## src/design/pas_pkg.sv

```systemverilog
`timescale 1ns / 1ps
// ----------------------------------------------------------------------------
// Point-and-shoot sequencer package
// Phase, command, mode and register codes, the sequencer state type and the
// CORDIC arctangent table shared by the sequencer modules.
// ----------------------------------------------------------------------------
package pas_pkg;

    localparam int TAB_LEN = 24;
    localparam int TAB_IDX_W = $clog2(TAB_LEN);

    localparam logic [3:0] PH_IDLE        = 4'd0;
    localparam logic [3:0] PH_START_ROT   = 4'd1;
    localparam logic [3:0] PH_ROT         = 4'd2;
    localparam logic [3:0] PH_START_MOVE  = 4'd3;
    localparam logic [3:0] PH_MOVE        = 4'd4;
    localparam logic [3:0] PH_SMOOTH      = 4'd5;
    localparam logic [3:0] PH_START_ROT_T = 4'd6;
    localparam logic [3:0] PH_ROT_T       = 4'd7;
    localparam logic [3:0] PH_STOP        = 4'd8;

    localparam logic [2:0] CMD_NONE = 3'd0;
    localparam logic [2:0] CMD_MOVE = 3'd1;
    localparam logic [2:0] CMD_CCW  = 3'd2;
    localparam logic [2:0] CMD_CW   = 3'd3;
    localparam logic [2:0] CMD_STOP = 3'd4;

    localparam logic [2:0] MODE_TICK   = 3'd0;
    localparam logic [2:0] MODE_HEAD   = 3'd1;
    localparam logic [2:0] MODE_SMOOTH = 3'd2;
    localparam logic [2:0] MODE_TARGET = 3'd3;
    localparam logic [2:0] MODE_STOP   = 3'd4;
    localparam logic [2:0] MODE_SPEED  = 3'd5;

    localparam logic [1:0] AM_INF    = 2'd0;
    localparam logic [1:0] AM_SMOOTH = 2'd1;
    localparam logic [1:0] AM_TARGET = 2'd2;

    localparam logic [2:0] REG_HEADING_TOL     = 3'd0;
    localparam logic [2:0] REG_DIST_TOL        = 3'd1;
    localparam logic [2:0] REG_CURVE_GAIN      = 3'd2;
    localparam logic [2:0] REG_SMOOTH_GAIN     = 3'd3;
    localparam logic [2:0] REG_SMOOTH_DEADBAND = 3'd4;

    typedef enum logic [7:0] {
        S_IDLE = 8'b0000_0001,
        S_DISP = 8'b0000_0010,
        S_CORD = 8'b0000_0100,
        S_POST = 8'b0000_1000,
        S_MUL  = 8'b0001_0000,
        S_DIV  = 8'b0010_0000,
        S_FIN  = 8'b0100_0000,
        S_OUT  = 8'b1000_0000
    } state_t;

    // Arctangent of 2^-i, with a full turn equal to 2^32.
    function automatic logic [31:0] atan_entry(input logic [TAB_IDX_W-1:0] i);
        logic [31:0] v;
        case (i)
            5'd0:    v = 32'h20000000;
            5'd1:    v = 32'h12E4051D;
            5'd2:    v = 32'h09FB385B;
            5'd3:    v = 32'h051111D4;
            5'd4:    v = 32'h028B0D43;
            5'd5:    v = 32'h0145D7E1;
            5'd6:    v = 32'h00A2F61E;
            5'd7:    v = 32'h00517C55;
            5'd8:    v = 32'h0028BE53;
            5'd9:    v = 32'h00145F2E;
            5'd10:   v = 32'h000A2F98;
            5'd11:   v = 32'h000517CC;
            5'd12:   v = 32'h00028BE6;
            5'd13:   v = 32'h000145F3;
            5'd14:   v = 32'h0000A2F9;
            5'd15:   v = 32'h0000517C;
            5'd16:   v = 32'h000028BE;
            5'd17:   v = 32'h0000145F;
            5'd18:   v = 32'h00000A2F;
            5'd19:   v = 32'h00000517;
            5'd20:   v = 32'h0000028B;
            5'd21:   v = 32'h00000145;
            5'd22:   v = 32'h000000A2;
            5'd23:   v = 32'h00000051;
            default: v = 32'h00000000;
        endcase
        return v;
    endfunction

endpackage

```

## src/design/point_and_shoot_motion_sequencer.sv

```systemverilog
`timescale 1ns / 1ps
// ----------------------------------------------------------------------------
// Point-and-shoot motion sequencer
// Differential-drive sequencer that turns ticks and commands into drive
// commands, with an iterative CORDIC, a serial divider and a shared multiplier.
// ----------------------------------------------------------------------------
// Each accepted item yields exactly one drive result, and the block takes no
// new item until that result has been transferred. Stop, speed and plain
// ticks go from dispatch straight to the finish state; a distance check in
// target mode first runs its products on the shared multiplier; heading
// commands run the CORDIC and a post state, and in smooth mode may add the
// smoothing product; a curving tick waits on the serial divider.
module point_and_shoot_motion_sequencer import pas_pkg::*;
#(
    parameter int POS_BITS     = 24,
    parameter int ANGLE_BITS   = 16,
    parameter int CORDIC_STEPS = 16,
    parameter int MAX_RADIUS   = 1000000
)
(
    input  logic                          clk,
    input  logic                          rst_n,
    input  logic                          cfg_valid,
    output logic                          cfg_ready,
    input  logic [2:0]                    cfg_index,
    input  logic [31:0]                   cfg_data,
    input  logic                          in_valid,
    output logic                          in_ready,
    input  logic [2:0]                    mode,
    input  logic signed [POS_BITS-1:0]    pose_x,
    input  logic signed [POS_BITS-1:0]    pose_y,
    input  logic signed [ANGLE_BITS-1:0]  pose_heading,
    input  logic signed [15:0]            dir_x,
    input  logic signed [15:0]            dir_y,
    input  logic signed [POS_BITS-1:0]    goal_x,
    input  logic signed [POS_BITS-1:0]    goal_y,
    input  logic signed [ANGLE_BITS-1:0]  goal_heading,
    input  logic [15:0]                   new_speed,
    input  logic                          speed_valid,
    output logic                          out_valid,
    input  logic                          out_ready,
    output logic [2:0]                    drive_cmd,
    output logic [15:0]                   drive_speed,
    output logic signed [20:0]            drive_radius,
    output logic [3:0]                    phase_out,
    output logic [1:0]                    mode_out
);

    localparam int DW   = POS_BITS + 1;
    localparam int MW   = (DW > ANGLE_BITS + 1) ? DW : ANGLE_BITS + 1;
    localparam int PW   = 2 * MW;
    localparam int SW   = PW + 2;
    localparam int CMPW = ANGLE_BITS + 16;
    localparam int RW   = 33;

    state_t state_reg, state_next;

    logic [14:0] heading_tol_reg;
    logic [15:0] dist_tol_reg;
    logic [31:0] curve_gain_reg;
    logic [16:0] smooth_gain_reg;
    logic [14:0] smooth_deadband_reg;

    logic [2:0]                   imode_reg;
    logic [POS_BITS-1:0]          px_reg, py_reg, gx_reg, gy_reg;
    logic [ANGLE_BITS-1:0]        ph_reg, gh_reg;
    logic [15:0]                  vx_reg, vy_reg, nspd_reg;
    logic                         spv_reg;

    logic [1:0]             step_reg;
    logic [ANGLE_BITS-1:0]  ang_reg;
    logic [31:0]            quot_reg;
    logic [PW-1:0]          sqa_reg, sqb_reg, prod_reg;

    logic [3:0]             phase_reg, phase_next;
    logic [1:0]             am_reg, am_next;
    logic [ANGLE_BITS-1:0]  want_reg, want_next;
    logic [ANGLE_BITS-1:0]  filt_reg, filt_next;
    logic [POS_BITS-1:0]    aim_x_reg, aim_x_next, aim_y_reg, aim_y_next;
    logic [ANGLE_BITS-1:0]  aim_h_reg, aim_h_next;
    logic [POS_BITS-1:0]    org_x_reg, org_x_next, org_y_reg, org_y_next;
    logic [63:0]            trip_reg, trip_next;
    logic [15:0]            speed_reg, speed_next;
    logic                   turn_reg, turn_next;

    logic [2:0]             cmd_reg, cmd_next;
    logic [15:0]            dspd_reg, dspd_next;
    logic [20:0]            rad_reg;
    logic signed [RW-1:0]   rad_next;

    logic [ANGLE_BITS-1:0]        hsel;
    logic signed [ANGLE_BITS-1:0] err;
    logic [ANGLE_BITS-1:0]        err_mag;
    logic                         in_tol;
    logic signed [DW-1:0]         ddx, ddy;
    logic [DW-1:0]                mag_dx, mag_dy;
    logic signed [DW-1:0]         cx, cy;
    logic signed [ANGLE_BITS-1:0] sd;
    logic [ANGLE_BITS-1:0]        sd_mag;
    logic                         smooth_move;
    logic signed [ANGLE_BITS-1:0] he;
    logic [ANGLE_BITS-1:0]        he_mag;
    logic [MW-1:0]                mul_a, mul_b;
    logic [PW-1:0]                product;
    logic [65:0]                  dsum;
    logic [63:0]                  d2;
    logic signed [SW-1:0]         sprod, sval, sstep;
    logic [31:0]                  q_sat;
    logic                         tick, need_div, need_dist, need_cord;
    logic                         cord_start, cord_done, div_start, div_done;
    logic [ANGLE_BITS-1:0]        cord_angle;
    logic [31:0]                  div_quot;

    assign cfg_ready = 1'b1;
    assign in_ready  = (state_reg == S_IDLE);
    assign out_valid = (state_reg == S_OUT);

    always_comb
    begin
        hsel    = (phase_reg == PH_START_ROT_T || phase_reg == PH_ROT_T) ? aim_h_reg : want_reg;
        err     = signed'(hsel - ph_reg);
        err_mag = err[ANGLE_BITS-1] ? ANGLE_BITS'(-err) : ANGLE_BITS'(err);
        in_tol  = (CMPW'(err_mag) < CMPW'(heading_tol_reg));

        if (phase_reg == PH_START_MOVE)
        begin
            ddx = $signed({aim_x_reg[POS_BITS-1], aim_x_reg}) - $signed({px_reg[POS_BITS-1], px_reg});
            ddy = $signed({aim_y_reg[POS_BITS-1], aim_y_reg}) - $signed({py_reg[POS_BITS-1], py_reg});
        end
        else
        begin
            ddx = $signed({px_reg[POS_BITS-1], px_reg}) - $signed({org_x_reg[POS_BITS-1], org_x_reg});
            ddy = $signed({py_reg[POS_BITS-1], py_reg}) - $signed({org_y_reg[POS_BITS-1], org_y_reg});
        end
        mag_dx = ddx[DW-1] ? DW'(-ddx) : DW'(ddx);
        mag_dy = ddy[DW-1] ? DW'(-ddy) : DW'(ddy);

        if (imode_reg == MODE_TARGET)
        begin
            cx = $signed({gx_reg[POS_BITS-1], gx_reg}) - $signed({px_reg[POS_BITS-1], px_reg});
            cy = $signed({gy_reg[POS_BITS-1], gy_reg}) - $signed({py_reg[POS_BITS-1], py_reg});
        end
        else
        begin
            cx = $signed({{(DW-16){vx_reg[15]}}, vx_reg});
            cy = $signed({{(DW-16){vy_reg[15]}}, vy_reg});
        end

        sd          = signed'(ang_reg - filt_reg);
        sd_mag      = sd[ANGLE_BITS-1] ? ANGLE_BITS'(-sd) : ANGLE_BITS'(sd);
        smooth_move = (CMPW'(sd_mag) > CMPW'(smooth_deadband_reg));
        he          = signed'(ang_reg - want_reg);
        he_mag      = he[ANGLE_BITS-1] ? ANGLE_BITS'(-he) : ANGLE_BITS'(he);

        case (step_reg)
            2'd0:
            begin
                mul_a = MW'(mag_dx);
                mul_b = MW'(mag_dx);
            end
            2'd1:
            begin
                mul_a = MW'(mag_dy);
                mul_b = MW'(mag_dy);
            end
            2'd2:
            begin
                mul_a = MW'(dist_tol_reg);
                mul_b = MW'(dist_tol_reg);
            end
            default:
            begin
                mul_a = MW'(sd_mag);
                mul_b = MW'(smooth_gain_reg);
            end
        endcase
        product = PW'(mul_a) * PW'(mul_b);

        dsum = 66'(sqa_reg) + 66'(sqb_reg);
        d2   = (dsum[65:64] != 2'b00) ? 64'hFFFF_FFFF_FFFF_FFFF : dsum[63:0];

        sprod = $signed({2'b00, prod_reg});
        sval  = (sd[ANGLE_BITS-1] ? -sprod : sprod) + SW'(32768);
        sstep = sval >>> 16;

        q_sat = (quot_reg > 32'(MAX_RADIUS)) ? 32'(MAX_RADIUS) : quot_reg;

        tick      = (imode_reg == MODE_TICK);
        need_div  = tick && (phase_reg == PH_SMOOTH) && !in_tol && (err_mag != '0);
        need_dist = tick && (am_reg == AM_TARGET) &&
                    (phase_reg == PH_START_MOVE || phase_reg == PH_MOVE);
        need_cord = (imode_reg == MODE_HEAD || imode_reg == MODE_SMOOTH ||
                     imode_reg == MODE_TARGET);
    end

    assign cord_start = (state_reg == S_DISP) && need_cord && !need_dist && !need_div;
    assign div_start  = (state_reg == S_DISP) && need_div;

    pas_cordic #(
        .IN_W       (DW),
        .ANGLE_BITS (ANGLE_BITS),
        .STEPS      (CORDIC_STEPS)
    ) u_cordic (
        .clk   (clk),
        .rst_n (rst_n),
        .start (cord_start),
        .x_in  (cx),
        .y_in  (cy),
        .done  (cord_done),
        .angle (cord_angle)
    );

    pas_div #(
        .DIVISOR_W (ANGLE_BITS)
    ) u_div (
        .clk      (clk),
        .rst_n    (rst_n),
        .start    (div_start),
        .dividend (curve_gain_reg),
        .divisor  (err_mag),
        .done     (div_done),
        .quotient (div_quot)
    );

    always_comb
    begin
        state_next = state_reg;
        case (state_reg)
            S_IDLE:
            begin
                if (in_valid)
                begin
                    state_next = S_DISP;
                end
            end
            S_DISP:
            begin
                if (need_div)
                begin
                    state_next = S_DIV;
                end
                else if (need_dist)
                begin
                    state_next = S_MUL;
                end
                else if (need_cord)
                begin
                    state_next = S_CORD;
                end
                else
                begin
                    state_next = S_FIN;
                end
            end
            S_CORD:
            begin
                if (cord_done)
                begin
                    state_next = S_POST;
                end
            end
            S_POST:
            begin
                state_next = (imode_reg == MODE_SMOOTH && smooth_move) ? S_MUL : S_FIN;
            end
            S_MUL:
            begin
                if (step_reg == 2'd2 || step_reg == 2'd3)
                begin
                    state_next = S_FIN;
                end
            end
            S_DIV:
            begin
                if (div_done)
                begin
                    state_next = S_FIN;
                end
            end
            S_FIN:
            begin
                state_next = S_OUT;
            end
            S_OUT:
            begin
                if (out_ready)
                begin
                    state_next = S_IDLE;
                end
            end
            default:
            begin
                state_next = S_IDLE;
            end
        endcase
    end

    always_comb
    begin
        phase_next = phase_reg;
        am_next    = am_reg;
        want_next  = want_reg;
        filt_next  = filt_reg;
        aim_x_next = aim_x_reg;
        aim_y_next = aim_y_reg;
        aim_h_next = aim_h_reg;
        org_x_next = org_x_reg;
        org_y_next = org_y_reg;
        trip_next  = trip_reg;
        speed_next = speed_reg;
        turn_next  = turn_reg;
        cmd_next   = CMD_NONE;
        rad_next   = '0;

        case (imode_reg)
            MODE_TICK:
            begin
                case (phase_reg)
                    PH_START_ROT, PH_START_ROT_T:
                    begin
                        if (in_tol)
                        begin
                            phase_next = (phase_reg == PH_START_ROT) ? PH_START_MOVE : PH_STOP;
                        end
                        else
                        begin
                            phase_next = (phase_reg == PH_START_ROT) ? PH_ROT : PH_ROT_T;
                            turn_next  = (err > 0);
                            cmd_next   = (err > 0) ? CMD_CCW : CMD_CW;
                        end
                    end
                    PH_ROT, PH_ROT_T:
                    begin
                        if (in_tol || (turn_reg && err < 0) || (!turn_reg && err > 0))
                        begin
                            phase_next = (phase_reg == PH_ROT) ? PH_START_MOVE : PH_STOP;
                        end
                    end
                    PH_START_MOVE:
                    begin
                        if (am_reg == AM_TARGET)
                        begin
                            if (d2 < 64'(prod_reg[31:0]))
                            begin
                                phase_next = PH_START_ROT_T;
                            end
                            else
                            begin
                                org_x_next = px_reg;
                                org_y_next = py_reg;
                                trip_next  = d2;
                                cmd_next   = CMD_MOVE;
                                rad_next   = RW'(MAX_RADIUS);
                                phase_next = PH_MOVE;
                            end
                        end
                        else if (am_reg == AM_INF)
                        begin
                            cmd_next   = CMD_MOVE;
                            rad_next   = RW'(MAX_RADIUS);
                            phase_next = PH_MOVE;
                        end
                    end
                    PH_MOVE:
                    begin
                        if (am_reg == AM_TARGET && d2 >= trip_reg)
                        begin
                            phase_next = PH_START_ROT_T;
                        end
                    end
                    PH_SMOOTH:
                    begin
                        if (in_tol)
                        begin
                            phase_next = PH_START_MOVE;
                        end
                        else
                        begin
                            cmd_next = CMD_MOVE;
                            if (err_mag == '0)
                            begin
                                rad_next = RW'(MAX_RADIUS);
                            end
                            else if (err < 0)
                            begin
                                rad_next = -$signed({1'b0, q_sat});
                            end
                            else
                            begin
                                rad_next = $signed({1'b0, q_sat});
                            end
                        end
                    end
                    PH_STOP:
                    begin
                        cmd_next   = CMD_STOP;
                        phase_next = PH_IDLE;
                    end
                    default:
                    begin
                        phase_next = phase_reg;
                    end
                endcase
            end
            MODE_HEAD:
            begin
                am_next = AM_INF;
                if (CMPW'(he_mag) > CMPW'(heading_tol_reg) ||
                    phase_reg == PH_IDLE || phase_reg == PH_STOP)
                begin
                    want_next  = ang_reg;
                    phase_next = PH_START_ROT;
                end
                if (spv_reg)
                begin
                    speed_next = nspd_reg;
                end
            end
            MODE_SMOOTH:
            begin
                am_next = AM_SMOOTH;
                if (smooth_move)
                begin
                    filt_next = filt_reg + sstep[ANGLE_BITS-1:0];
                end
                want_next = filt_next;
                if (spv_reg)
                begin
                    speed_next = nspd_reg;
                end
                phase_next = PH_SMOOTH;
                cmd_next   = CMD_MOVE;
                rad_next   = RW'(MAX_RADIUS);
            end
            MODE_TARGET:
            begin
                am_next    = AM_TARGET;
                aim_x_next = gx_reg;
                aim_y_next = gy_reg;
                aim_h_next = gh_reg;
                want_next  = ang_reg;
                if (spv_reg)
                begin
                    speed_next = nspd_reg;
                end
                phase_next = PH_START_ROT;
            end
            MODE_STOP:
            begin
                cmd_next   = CMD_STOP;
                phase_next = PH_IDLE;
            end
            MODE_SPEED:
            begin
                if (spv_reg)
                begin
                    speed_next = nspd_reg;
                end
            end
            default:
            begin
                cmd_next = CMD_NONE;
            end
        endcase

        dspd_next = (cmd_next == CMD_MOVE || cmd_next == CMD_CCW || cmd_next == CMD_CW) ?
                    speed_next : 16'd0;
    end

    always_ff @(posedge clk or negedge rst_n)
    begin
        if (!rst_n)
        begin
            state_reg           <= S_IDLE;
            heading_tol_reg     <= 15'd182;
            dist_tol_reg        <= 16'd10;
            curve_gain_reg      <= 32'd65536000;
            smooth_gain_reg     <= 17'd16384;
            smooth_deadband_reg <= 15'd182;
            step_reg            <= 2'd0;
            phase_reg           <= PH_IDLE;
            am_reg              <= AM_INF;
            want_reg            <= '0;
            filt_reg            <= '0;
            aim_x_reg           <= '0;
            aim_y_reg           <= '0;
            aim_h_reg           <= '0;
            org_x_reg           <= '0;
            org_y_reg           <= '0;
            trip_reg            <= '0;
            speed_reg           <= '0;
            turn_reg            <= 1'b0;
        end
        else
        begin
            state_reg <= state_next;

            if (cfg_valid)
            begin
                case (cfg_index)
                    REG_HEADING_TOL:     heading_tol_reg     <= cfg_data[14:0];
                    REG_DIST_TOL:        dist_tol_reg        <= cfg_data[15:0];
                    REG_CURVE_GAIN:      curve_gain_reg      <= cfg_data;
                    REG_SMOOTH_GAIN:     smooth_gain_reg     <= cfg_data[16:0];
                    REG_SMOOTH_DEADBAND: smooth_deadband_reg <= cfg_data[14:0];
                    default:             heading_tol_reg     <= heading_tol_reg;
                endcase
            end

            if (state_reg == S_DISP)
            begin
                step_reg <= 2'd0;
            end
            else if (state_reg == S_POST)
            begin
                step_reg <= 2'd3;
            end
            else if (state_reg == S_MUL)
            begin
                step_reg <= step_reg + 2'd1;
            end

            if (state_reg == S_FIN)
            begin
                phase_reg <= phase_next;
                am_reg    <= am_next;
                want_reg  <= want_next;
                filt_reg  <= filt_next;
                aim_x_reg <= aim_x_next;
                aim_y_reg <= aim_y_next;
                aim_h_reg <= aim_h_next;
                org_x_reg <= org_x_next;
                org_y_reg <= org_y_next;
                trip_reg  <= trip_next;
                speed_reg <= speed_next;
                turn_reg  <= turn_next;
            end
        end
    end

    always_ff @(posedge clk)
    begin
        if (state_reg == S_IDLE && in_valid)
        begin
            imode_reg <= mode;
            px_reg    <= pose_x;
            py_reg    <= pose_y;
            ph_reg    <= pose_heading;
            vx_reg    <= dir_x;
            vy_reg    <= dir_y;
            gx_reg    <= goal_x;
            gy_reg    <= goal_y;
            gh_reg    <= goal_heading;
            nspd_reg  <= new_speed;
            spv_reg   <= speed_valid;
        end
        if (cord_done)
        begin
            ang_reg <= cord_angle;
        end
        if (div_done)
        begin
            quot_reg <= div_quot;
        end
        if (state_reg == S_MUL)
        begin
            case (step_reg)
                2'd0:    sqa_reg  <= product;
                2'd1:    sqb_reg  <= product;
                default: prod_reg <= product;
            endcase
        end
        if (state_reg == S_FIN)
        begin
            cmd_reg  <= cmd_next;
            dspd_reg <= dspd_next;
            rad_reg  <= rad_next[20:0];
        end
    end

    assign drive_cmd    = cmd_reg;
    assign drive_speed  = dspd_reg;
    assign drive_radius = rad_reg;
    assign phase_out    = phase_reg;
    assign mode_out     = am_reg;

endmodule

```

## src/design/pas_cordic.sv

```systemverilog
`timescale 1ns / 1ps
// ----------------------------------------------------------------------------
// Iterative CORDIC arctangent
// Vectoring CORDIC that turns a signed vector into a binary angle, one
// micro-rotation per clock, rounded to the nearest angle unit.
// ----------------------------------------------------------------------------
module pas_cordic import pas_pkg::*;
#(
    parameter int IN_W       = 25,
    parameter int ANGLE_BITS = 16,
    parameter int STEPS      = 16
)
(
    input  logic                    clk,
    input  logic                    rst_n,
    input  logic                    start,
    input  logic signed [IN_W-1:0]  x_in,
    input  logic signed [IN_W-1:0]  y_in,
    output logic                    done,
    output logic [ANGLE_BITS-1:0]   angle
);

    localparam int CW = IN_W + 23;

    logic signed [CW-1:0]   x_reg;
    logic signed [CW-1:0]   y_reg;
    logic [31:0]            acc_reg;
    logic [TAB_IDX_W-1:0]   idx_reg;
    logic                   run_reg;
    logic                   done_reg;
    logic [ANGLE_BITS-1:0]  angle_reg;

    logic signed [CW-1:0]   x_ld;
    logic signed [CW-1:0]   y_ld;
    logic signed [CW-1:0]   x_sh;
    logic signed [CW-1:0]   y_sh;
    logic signed [CW-1:0]   x_next;
    logic signed [CW-1:0]   y_next;
    logic [31:0]            acc_next;
    logic [31:0]            acc_rnd;
    logic                   last;

    always_comb
    begin
        x_ld = CW'(x_in) <<< 20;
        y_ld = CW'(y_in) <<< 20;
        x_sh = x_reg >>> idx_reg;
        y_sh = y_reg >>> idx_reg;
        if (y_reg > 0)
        begin
            x_next   = x_reg + y_sh;
            y_next   = y_reg - x_sh;
            acc_next = acc_reg + atan_entry(idx_reg);
        end
        else
        begin
            x_next   = x_reg - y_sh;
            y_next   = y_reg + x_sh;
            acc_next = acc_reg - atan_entry(idx_reg);
        end
        acc_rnd = acc_next + (32'd1 << (31 - ANGLE_BITS));
        last    = (idx_reg == TAB_IDX_W'(STEPS - 1));
    end

    always_ff @(posedge clk or negedge rst_n)
    begin
        if (!rst_n)
        begin
            run_reg  <= 1'b0;
            done_reg <= 1'b0;
        end
        else
        begin
            done_reg <= 1'b0;
            if (start)
            begin
                if (x_in == '0 && y_in == '0)
                begin
                    done_reg  <= 1'b1;
                    angle_reg <= '0;
                end
                else
                begin
                    run_reg <= 1'b1;
                    idx_reg <= '0;
                    if (x_in < 0)
                    begin
                        x_reg   <= -x_ld;
                        y_reg   <= -y_ld;
                        acc_reg <= 32'h80000000;
                    end
                    else
                    begin
                        x_reg   <= x_ld;
                        y_reg   <= y_ld;
                        acc_reg <= 32'h0;
                    end
                end
            end
            else if (run_reg)
            begin
                x_reg   <= x_next;
                y_reg   <= y_next;
                acc_reg <= acc_next;
                idx_reg <= idx_reg + 1'b1;
                if (last)
                begin
                    run_reg   <= 1'b0;
                    done_reg  <= 1'b1;
                    angle_reg <= acc_rnd[31 -: ANGLE_BITS];
                end
            end
        end
    end

    assign done  = done_reg;
    assign angle = angle_reg;

endmodule

```

## src/design/pas_div.sv

```systemverilog
`timescale 1ns / 1ps
// ----------------------------------------------------------------------------
// Restoring divider
// Unsigned 32-bit by narrow divisor division, one quotient bit per clock.
// ----------------------------------------------------------------------------
module pas_div
#(
    parameter int DIVISOR_W = 16
)
(
    input  logic                  clk,
    input  logic                  rst_n,
    input  logic                  start,
    input  logic [31:0]           dividend,
    input  logic [DIVISOR_W-1:0]  divisor,
    output logic                  done,
    output logic [31:0]           quotient
);

    localparam int QW   = 32;
    localparam int CNTW = $clog2(QW);

    logic [QW-1:0]         dvd_reg;
    logic [DIVISOR_W-1:0]  rem_reg;
    logic [DIVISOR_W-1:0]  dsr_reg;
    logic [CNTW-1:0]       cnt_reg;
    logic                  run_reg;
    logic                  done_reg;

    logic [DIVISOR_W:0]    rem_sh;
    logic [DIVISOR_W:0]    rem_sub;
    logic                  ge;

    always_comb
    begin
        rem_sh  = {rem_reg, dvd_reg[QW-1]};
        ge      = (rem_sh >= {1'b0, dsr_reg});
        rem_sub = ge ? (rem_sh - {1'b0, dsr_reg}) : rem_sh;
    end

    always_ff @(posedge clk or negedge rst_n)
    begin
        if (!rst_n)
        begin
            run_reg  <= 1'b0;
            done_reg <= 1'b0;
        end
        else
        begin
            done_reg <= 1'b0;
            if (start)
            begin
                run_reg <= 1'b1;
                cnt_reg <= '0;
                dvd_reg <= dividend;
                dsr_reg <= divisor;
                rem_reg <= '0;
            end
            else if (run_reg)
            begin
                rem_reg <= rem_sub[DIVISOR_W-1:0];
                dvd_reg <= {dvd_reg[QW-2:0], ge};
                cnt_reg <= cnt_reg + 1'b1;
                if (cnt_reg == CNTW'(QW - 1))
                begin
                    run_reg  <= 1'b0;
                    done_reg <= 1'b1;
                end
            end
        end
    end

    assign done     = done_reg;
    assign quotient = dvd_reg;

endmodule
```

## config.mk

```make
export PLATFORM = sky130hd
export DESIGN_NAME = point_and_shoot_motion_sequencer
export DESIGN_NICKNAME = d
export VERILOG_FILES = /design/src/design/pas_pkg.sv /design/src/design/point_and_shoot_motion_sequencer.sv /design/src/design/pas_cordic.sv /design/src/design/pas_div.sv
export SDC_FILE = /design/constraint.sdc
export NUM_CORES = 2
export LEC_CHECK = 0
export BUFFER_PORTS_ARGS = -buffer_cell sky130_fd_sc_hd__clkbuf_2
export CORE_MARGIN = 2
export CORE_UTILIZATION = 45
export CTS_CLUSTER_SIZE = 14
export DETAILED_ROUTE_END_ITERATION = 10
export PLACE_DENSITY = 0.72
export RECOVER_POWER = 50
export SLEW_MARGIN = 10
export SYNTH_ARGS = -nofsm -noshare
export SYNTH_HDL_FRONTEND = slang
export SYNTH_SLANG_ARGS = --single-unit
```

## constraint.sdc

```tcl
create_clock -name clk -period 20.7 [get_ports clk]
set_input_delay 3.105 -clock clk [delete_from_list [all_inputs] [get_ports clk]]
set_output_delay 3.105 -clock clk [all_outputs]
set_load 0.03 [all_outputs]
```

After elaboration in Yosys (flattened, before gate mapping)
Memory sizes are Yosys's and may differ from the RTL's. A register that Yosys moved wholly into a read port is not among the register bits.
Index checks and enable logic that the tools add are counted.
- memories: 2
- ROM bits: 1920
- word-level logic and storage cells: 327
- flip-flop bits (word level): 958
- memories (name ; words ; width ; rd ports ; clocked after Yosys merged registers in ; write ports ; line ; source):
    (name not given) ; 32 ; 30 ; 1 ; 1 ; 0 ; pas_pkg.sv:59 ; case (i)
    (name not given) ; 32 ; 30 ; 1 ; 1 ; 0 ; pas_pkg.sv:59 ;
- shifts and indexed selects: 2
- order comparisons: 11
- reduce and logical (&&, ||, !) cells: 70
- equal/unequal tests: 47
- mux-type cells: 108
- bitwise logic cells: 3
- add/subtract/negate cells: 32
- multiply operators: 1
- operator list (kind ; count):
    2-to-1 mux 48 bit ; 10
    2-to-1 mux 32 bit ; 10
    2-to-1 mux 16 bit ; 14
    2-to-1 mux 25 bit ; 6
    one-hot mux 25 bit (3 select lines) ; 2
    subtractor 24 x 24 -> 25 bit ; 6
    adder 48 bit ; 2
    negation 45 -> 48 bit ; 2
    >>> shifter 48 x 5 -> 48 bit ; 2
    subtractor 48 bit ; 2
    2-to-1 mux 21 bit ; 4
    one-hot mux 21 bit (2 select lines) ; 2
    greater-or-equal comparator 64 bit ; 1
    < comparator 64 x 32 -> 1 bit ; 1
    2-to-1 mux 64 bit ; 1
    one-hot mux 8 bit (8 select lines) ; 1
    subtractor 16 bit ; 4
    2-to-1 mux 20 bit ; 3
    adder 50 x 50 -> 51 bit ; 1
    zero test 25 bit ; 2
    multiplier 25 x 25 -> 50 bit ; 1
    negation 25 bit ; 2
    > comparator 48 x 1 -> 1 bit, second input constant ; 1
    negation 16 bit ; 3
    74 further kinds ; 191

Longest topological paths before layout
- word-level depth: 15
- mapped depth: 48
- mapped depth without buffers: 45

Hierarchy
From an unflattened synthesis, not the netlist that was laid out.
- cell total of the unflattened synthesis: 10097
- area total of the unflattened synthesis: 95496.6 µm²
- modules (own cells, without submodules) (module ; times used ; area an instance (µm²) ; cells an instance):
    point_and_shoot_motion_sequencer ; 1 ; 66575.1 ; 6836
    pas_cordic ; 1 ; 24671.2 ; 2903
    pas_div ; 1 ; 4250.3 ; 358

Worst setup path after synthesis
Ideal clock, no wire load.
- path type: reg-to-reg
- from: register phase_reg[1] (netlist: phase_out[1])
- to: register sqa_reg[48] (data pin)
- arrival: 11.088 ns
- library setup time: 0.262 ns
- clock period less this slack: 11.350 ns
- stages on the path, launching flop included: 49
- path slack: 9.350 ns
- cells stage by stage: dfrtp_1 clkbuf_1 nand2_1 nor3_1 clkbuf_1 clkbuf_1 clkbuf_1 buf_1 nand2_1 nand2_1 ha_1 and2_1 and3_1 nand3_1 nor4_1 nor2_1 xnor2_1 o22ai_1 [13 not listed] fa_1 inv_1 fa_1 ha_1 a21o_1 a21o_1 a21oi_1 o21ai_0 or3_1 o22a_1 o211ai_1 a31oi_1 o21ai_0 nand2_1 a2111oi_0 o21bai_1 a21oi_1 xnor2_1
- longest elaborated chain between the ends: 6
- ends and longest elaborated chain (item ; line ; source):
    start, declared ; point_and_shoot_motion_sequencer.sv:75 ; logic [3:0] phase_reg, phase_next;
    start signal, assigned ; point_and_shoot_motion_sequencer.sv:525 ; phase_reg <= phase_next;
    equality test 4 x 2 -> 1 bit * ; point_and_shoot_motion_sequencer.sv:125 ; if (phase_reg == PH_START_MOVE)
    2-to-1 mux 25 bit ; point_and_shoot_motion_sequencer.sv:125 ;
    negation 25 bit, on equally long branches ; point_and_shoot_motion_sequencer.sv:136, point_and_shoot_motion_sequencer.sv:135 ;
    2-to-1 mux 25 bit, on equally long branches ; point_and_shoot_motion_sequencer.sv:136, point_and_shoot_motion_sequencer.sv:135 ;
    one-hot mux 25 bit (3 select lines) ; point_and_shoot_motion_sequencer.sv:155 ; case (step_reg)
    multiplier 25 x 25 -> 50 bit * ; point_and_shoot_motion_sequencer.sv:177 ; product = PW'(mul_a) * PW'(mul_b);
    via product[48] ; point_and_shoot_motion_sequencer.sv:104 ; logic [PW-1:0] product;
    end signal, assigned ; point_and_shoot_motion_sequencer.sv:568 ; 2'd0: sqa_reg <= product;
    end, declared ; point_and_shoot_motion_sequencer.sv:73 ; logic [PW-1:0] sqa_reg, sqb_reg, prod_reg;
The timed path passes the listed nets; every way through them passes the cells marked *.
A chain may end at the register's enable or synchronous reset.

Worst setup path after layout
- from: register px_reg[0]
- to: register sqa_reg[49] (data pin)
- longest elaborated chain between the ends: 6
- ends and longest elaborated chain (item ; line ; source):
    start, declared ; point_and_shoot_motion_sequencer.sv:65 ; logic [POS_BITS-1:0] px_reg, py_reg, gx_reg, gy_reg;
    start signal, assigned ; point_and_shoot_motion_sequencer.sv:546 ; px_reg <= pose_x;
    subtractor 24 x 24 -> 25 bit, on equally long branches ; point_and_shoot_motion_sequencer.sv:132, point_and_shoot_motion_sequencer.sv:127 ;
    2-to-1 mux 25 bit * ; point_and_shoot_motion_sequencer.sv:125 ;
    negation 25 bit ; point_and_shoot_motion_sequencer.sv:135 ; mag_dx = ddx[DW-1] ? DW'(-ddx) : DW'(ddx);
    2-to-1 mux 25 bit * ; point_and_shoot_motion_sequencer.sv:135 ;
    one-hot mux 25 bit (3 select lines) ; point_and_shoot_motion_sequencer.sv:155 ;
    multiplier 25 x 25 -> 50 bit * ; point_and_shoot_motion_sequencer.sv:177 ;
    via product[49] ; point_and_shoot_motion_sequencer.sv:104 ;
Marks and branches as above.

==> impl_results.md <==
- Total routing usage reported by global routing: 0.262
- Pins Over Slew Limit: 999
- Hold Path Stages: 0
- Endpoint of the worst register-to-register path: sqa_reg[49]
- Setup TNS: 0 ps
- H-tree levels: 3
- Kind of start point of the critical path: flop
- DPL Wire Length: 218000 um
- Area delta synth->final: 8.19%
- Slew headroom: -4.18
- Number of synthesized flops with an enable pin: 618
- Residual overflow from global routing: 0
- Die Ht: 460 um
- Delay of the slowest critical-path stage: 730 ps
- Final weighted congestion in routability-driven placement: 0.971
- Post-Route Skew: 38.2 ps
- Number of cells traversed by the worst register-to-register path: 42
- Largest net degree at the start of global routing: 140
- Final hold violation count: 0
- Critical path's slowest cell: o21a_1
- Flip-flop and latch count after synthesis: 975
- Wirelength, routed: 281000 um
- CP max FO: 19
- Status: finished with violations
- Via count: 76400
- Commonest cells after routing, fill and taps aside: inv_1, nand2_1, ha_1
- Violations in the final reports: max-capacitance violations, max-slew violations
- Synth Cell Area: 93600 sq um
- Fin util: 0.490
- Category of the most critical setup path: flop to flop
- CTS buffer count: 105
- Boundary pin count: 269
- Number of antenna violations at the first check in global routing: 15
- Distinct cell type count after synthesis: 128
- Yosys warning count: 0
- Global-route wire length before repair: 434000 um
- Number of flip-flops in the largest register: 51
- Proportion of layout cells with a drive suffix above 1: 0.103
- First DRT Iteration DRCs: 7381
- Final instance area: 101000 sq um
- Antenna viol nets, final: 0
- Drc violations: 0
- Placed standard-cell area: 97800 sq um
- Net count, final: 11500
- Period utilisation layout: 0.648
- Effective utilization at floorplan: 0.453
- Required @ worst endpoint: 21190 ps
- Sinks on Clock Net: 975
- Cell repeated most along the worst path: fa_1
- Buffers inserted by post-CTS timing repair: 0
- Mean area per synthesized cell: 9.41 sq um
- Fill cells: 19000
- Vias in the first global route: 74900
- Maximum root-to-sink buffer count: 3
- CTS root buf: clkbuf_16
- DR WL/cell: 21.9 um
- Die Span X: 460 um
- End point of the most critical hold path: ang_reg[6]
- Hold crit path type: flop to flop
- Port Buffers: 267
- CP endpoint kind: flop
- Final number of setup-violating endpoints: 0
- First-pass iteration count of the detailed router: 9
- Post-layout min period: 13410 ps
- Number of gates given a new drive strength after cts: 0
- Unrepaired setup endpoints after global routing: false
- Synth Net Count: 11400
- Portion of the post-synthesis area used by sequential elements: 0.292
- Core area: 207000 sq um
- Full die area: 212000 sq um
- Slew at the pin closest to its max-slew limit: 7770 ps
- Gate count of the mapped netlist: 9954
- Worst reg-to-reg setup slack: 7290 ps
- CP Data Arrival Time: 13900 ps
- Clock tree from TritonCTS: built
- Latest clock arrival within the worst-skew pair: 770 ps
- Cell Rows: 167
- Average via count per standard cell: 5.94
- Most common cell after layout, fill and taps aside: inv_1
- Min-Delay Startpoint: u_cordic.angle[6]
- Top achievable clock speed: 0.0746 GHz
- Max-cap violations: 16
- Ys async rst share: 0.335
- Crit Reg-Reg Startpoint: px_reg[0]
- Count of hold buffers inserted by post-cts repair: 0
- Register clock-pin slew on the reported worst setup and hold paths: 60 ps
- Predominant post-synthesis flop cell: edfxtp_1
==> layer usage <==
| layer | routed length, um | GRT usage | vias up |
|---|---|---|---|
| met2 | 128000 | 0.418 | 3287 |
| met3 | 22100 | 0.0402 | 659 |
| met4 | 16900 | 0.135 | 4 |
| met5 | 21 | 0 | - |
| li1 | - | - | 35000 |
| met1 | 114000 | 0.344 | 37400 |
==> worst max-delay path by stage <==
stage | end | depth (start not counted) | slack [ps] | from
after floorplan | sqa_reg[48] | 48 | 9350 | phase_out[1]
after global placement | sqa_reg[49] | 42 | 7600 | px_reg[0]
after detailed placement | sqa_reg[49] | 42 | 7530 | px_reg[0]
after CTS | sqa_reg[49] | 42 | 7470 | px_reg[0]
after global routing | sqa_reg[49] | 42 | 6420 | px_reg[0]
final | sqa_reg[49] | 42 | 7290 | px_reg[0]
==> critical path: cells and delay by family (launching register included) <==
kind | cells | cell delay, ps
flops | 1 | 420
compound gates | 23 | 6800
fa+ha+maj | 10 | 4290
simple gates | 3 | 520
buf+inv | 4 | 470
xor+xnor | 2 | 580
==> logic make-up after synthesis <==
logic type,share of synthesized area
adders and majority gates,0.211
muxes,0.0814
AOI/OAI and AO/OA,0.149
buffers and inverters,0.0635
xor gates and xnor gates,0.0595
other,0.0000400
DFF,0.292
and+or+nand+nor,0.143
==> synthesized netlist by cell type (17+ instances only) <==
master / instances / area [sq um]
or2_2: 35 / 219
o41ai_1: 19 / 166
mux2_2: 280 / 3150
dfstp_2: 20 / 526
xnor2_1: 374 / 3280
a31oi_1: 92 / 576
a21oi_1: 592 / 2960
nand2b_1: 124 / 776
or3_1: 75 / 469
ha_1: 733 / 9170
dfxtp_1: 30 / 601
nor2_1: 651 / 2440
and2_1: 135 / 845
a31o_2: 20 / 175
nand4_1: 75 / 469
nor3_1: 174 / 871
a21boi_0: 30 / 225
a21o_1: 223 / 1670
o21ai_0: 540 / 2700
o21bai_1: 59 / 443
nand3_1: 143 / 716
dfrtp_1: 307 / 7680
buf_6: 17 / 191
inv_1: 1126 / 4230
clkbuf_1: 265 / 995
mux2i_1: 150 / 1500
edfxtp_1: 618 / 18600
o221ai_1: 18 / 158
and3_1: 77 / 482
nor3b_1: 31 / 233
xor2_1: 258 / 2260
buf_2: 49 / 245
o211ai_1: 49 / 368
buf_1: 38 / 143
o31ai_1: 56 / 420
o31a_1: 28 / 245
a211o_1: 26 / 228
nand2_1: 1004 / 3770
mux4_2: 130 / 2930
nor2b_1: 116 / 726
o22ai_1: 23 / 144
nor4_1: 64 / 400
a211oi_1: 77 / 578
fa_1: 530 / 10600
o21a_1: 129 / 968
==> per-stage QoR <==
stage	std cells	worst slack (ps)	hold slack, ps
after floorplan	9954	9350	400
after global placement	12700	7600	406
after detailed placement	12700	7530	405
after CTS	12900	7470	419
after global routing	12900	6420	422
final	12900	7290	418
==> final cells by class <==
| class | instances | area (sq um) | share of cell area |
|---|---|---|---|
| multi-input combinational | 7465 | 60500 | 0.597 |
| timing repair buffer | 380 | 2050 | 0.0202 |
| sequential | 975 | 27400 | 0.270 |
| clock buffer | 133 | 2850 | 0.0282 |
| inverter | 1130 | 4240 | 0.0419 |
| antenna | 9 | 22.5 | 0.000222 |
| tap | 2704 | 3380 | 0.0334 |
| clock inverter | 66 | 903 | 0.00892 |
Power is not shown: default switching activity piles up to over one toggle a cycle in this logic, so the estimate is an artifact.
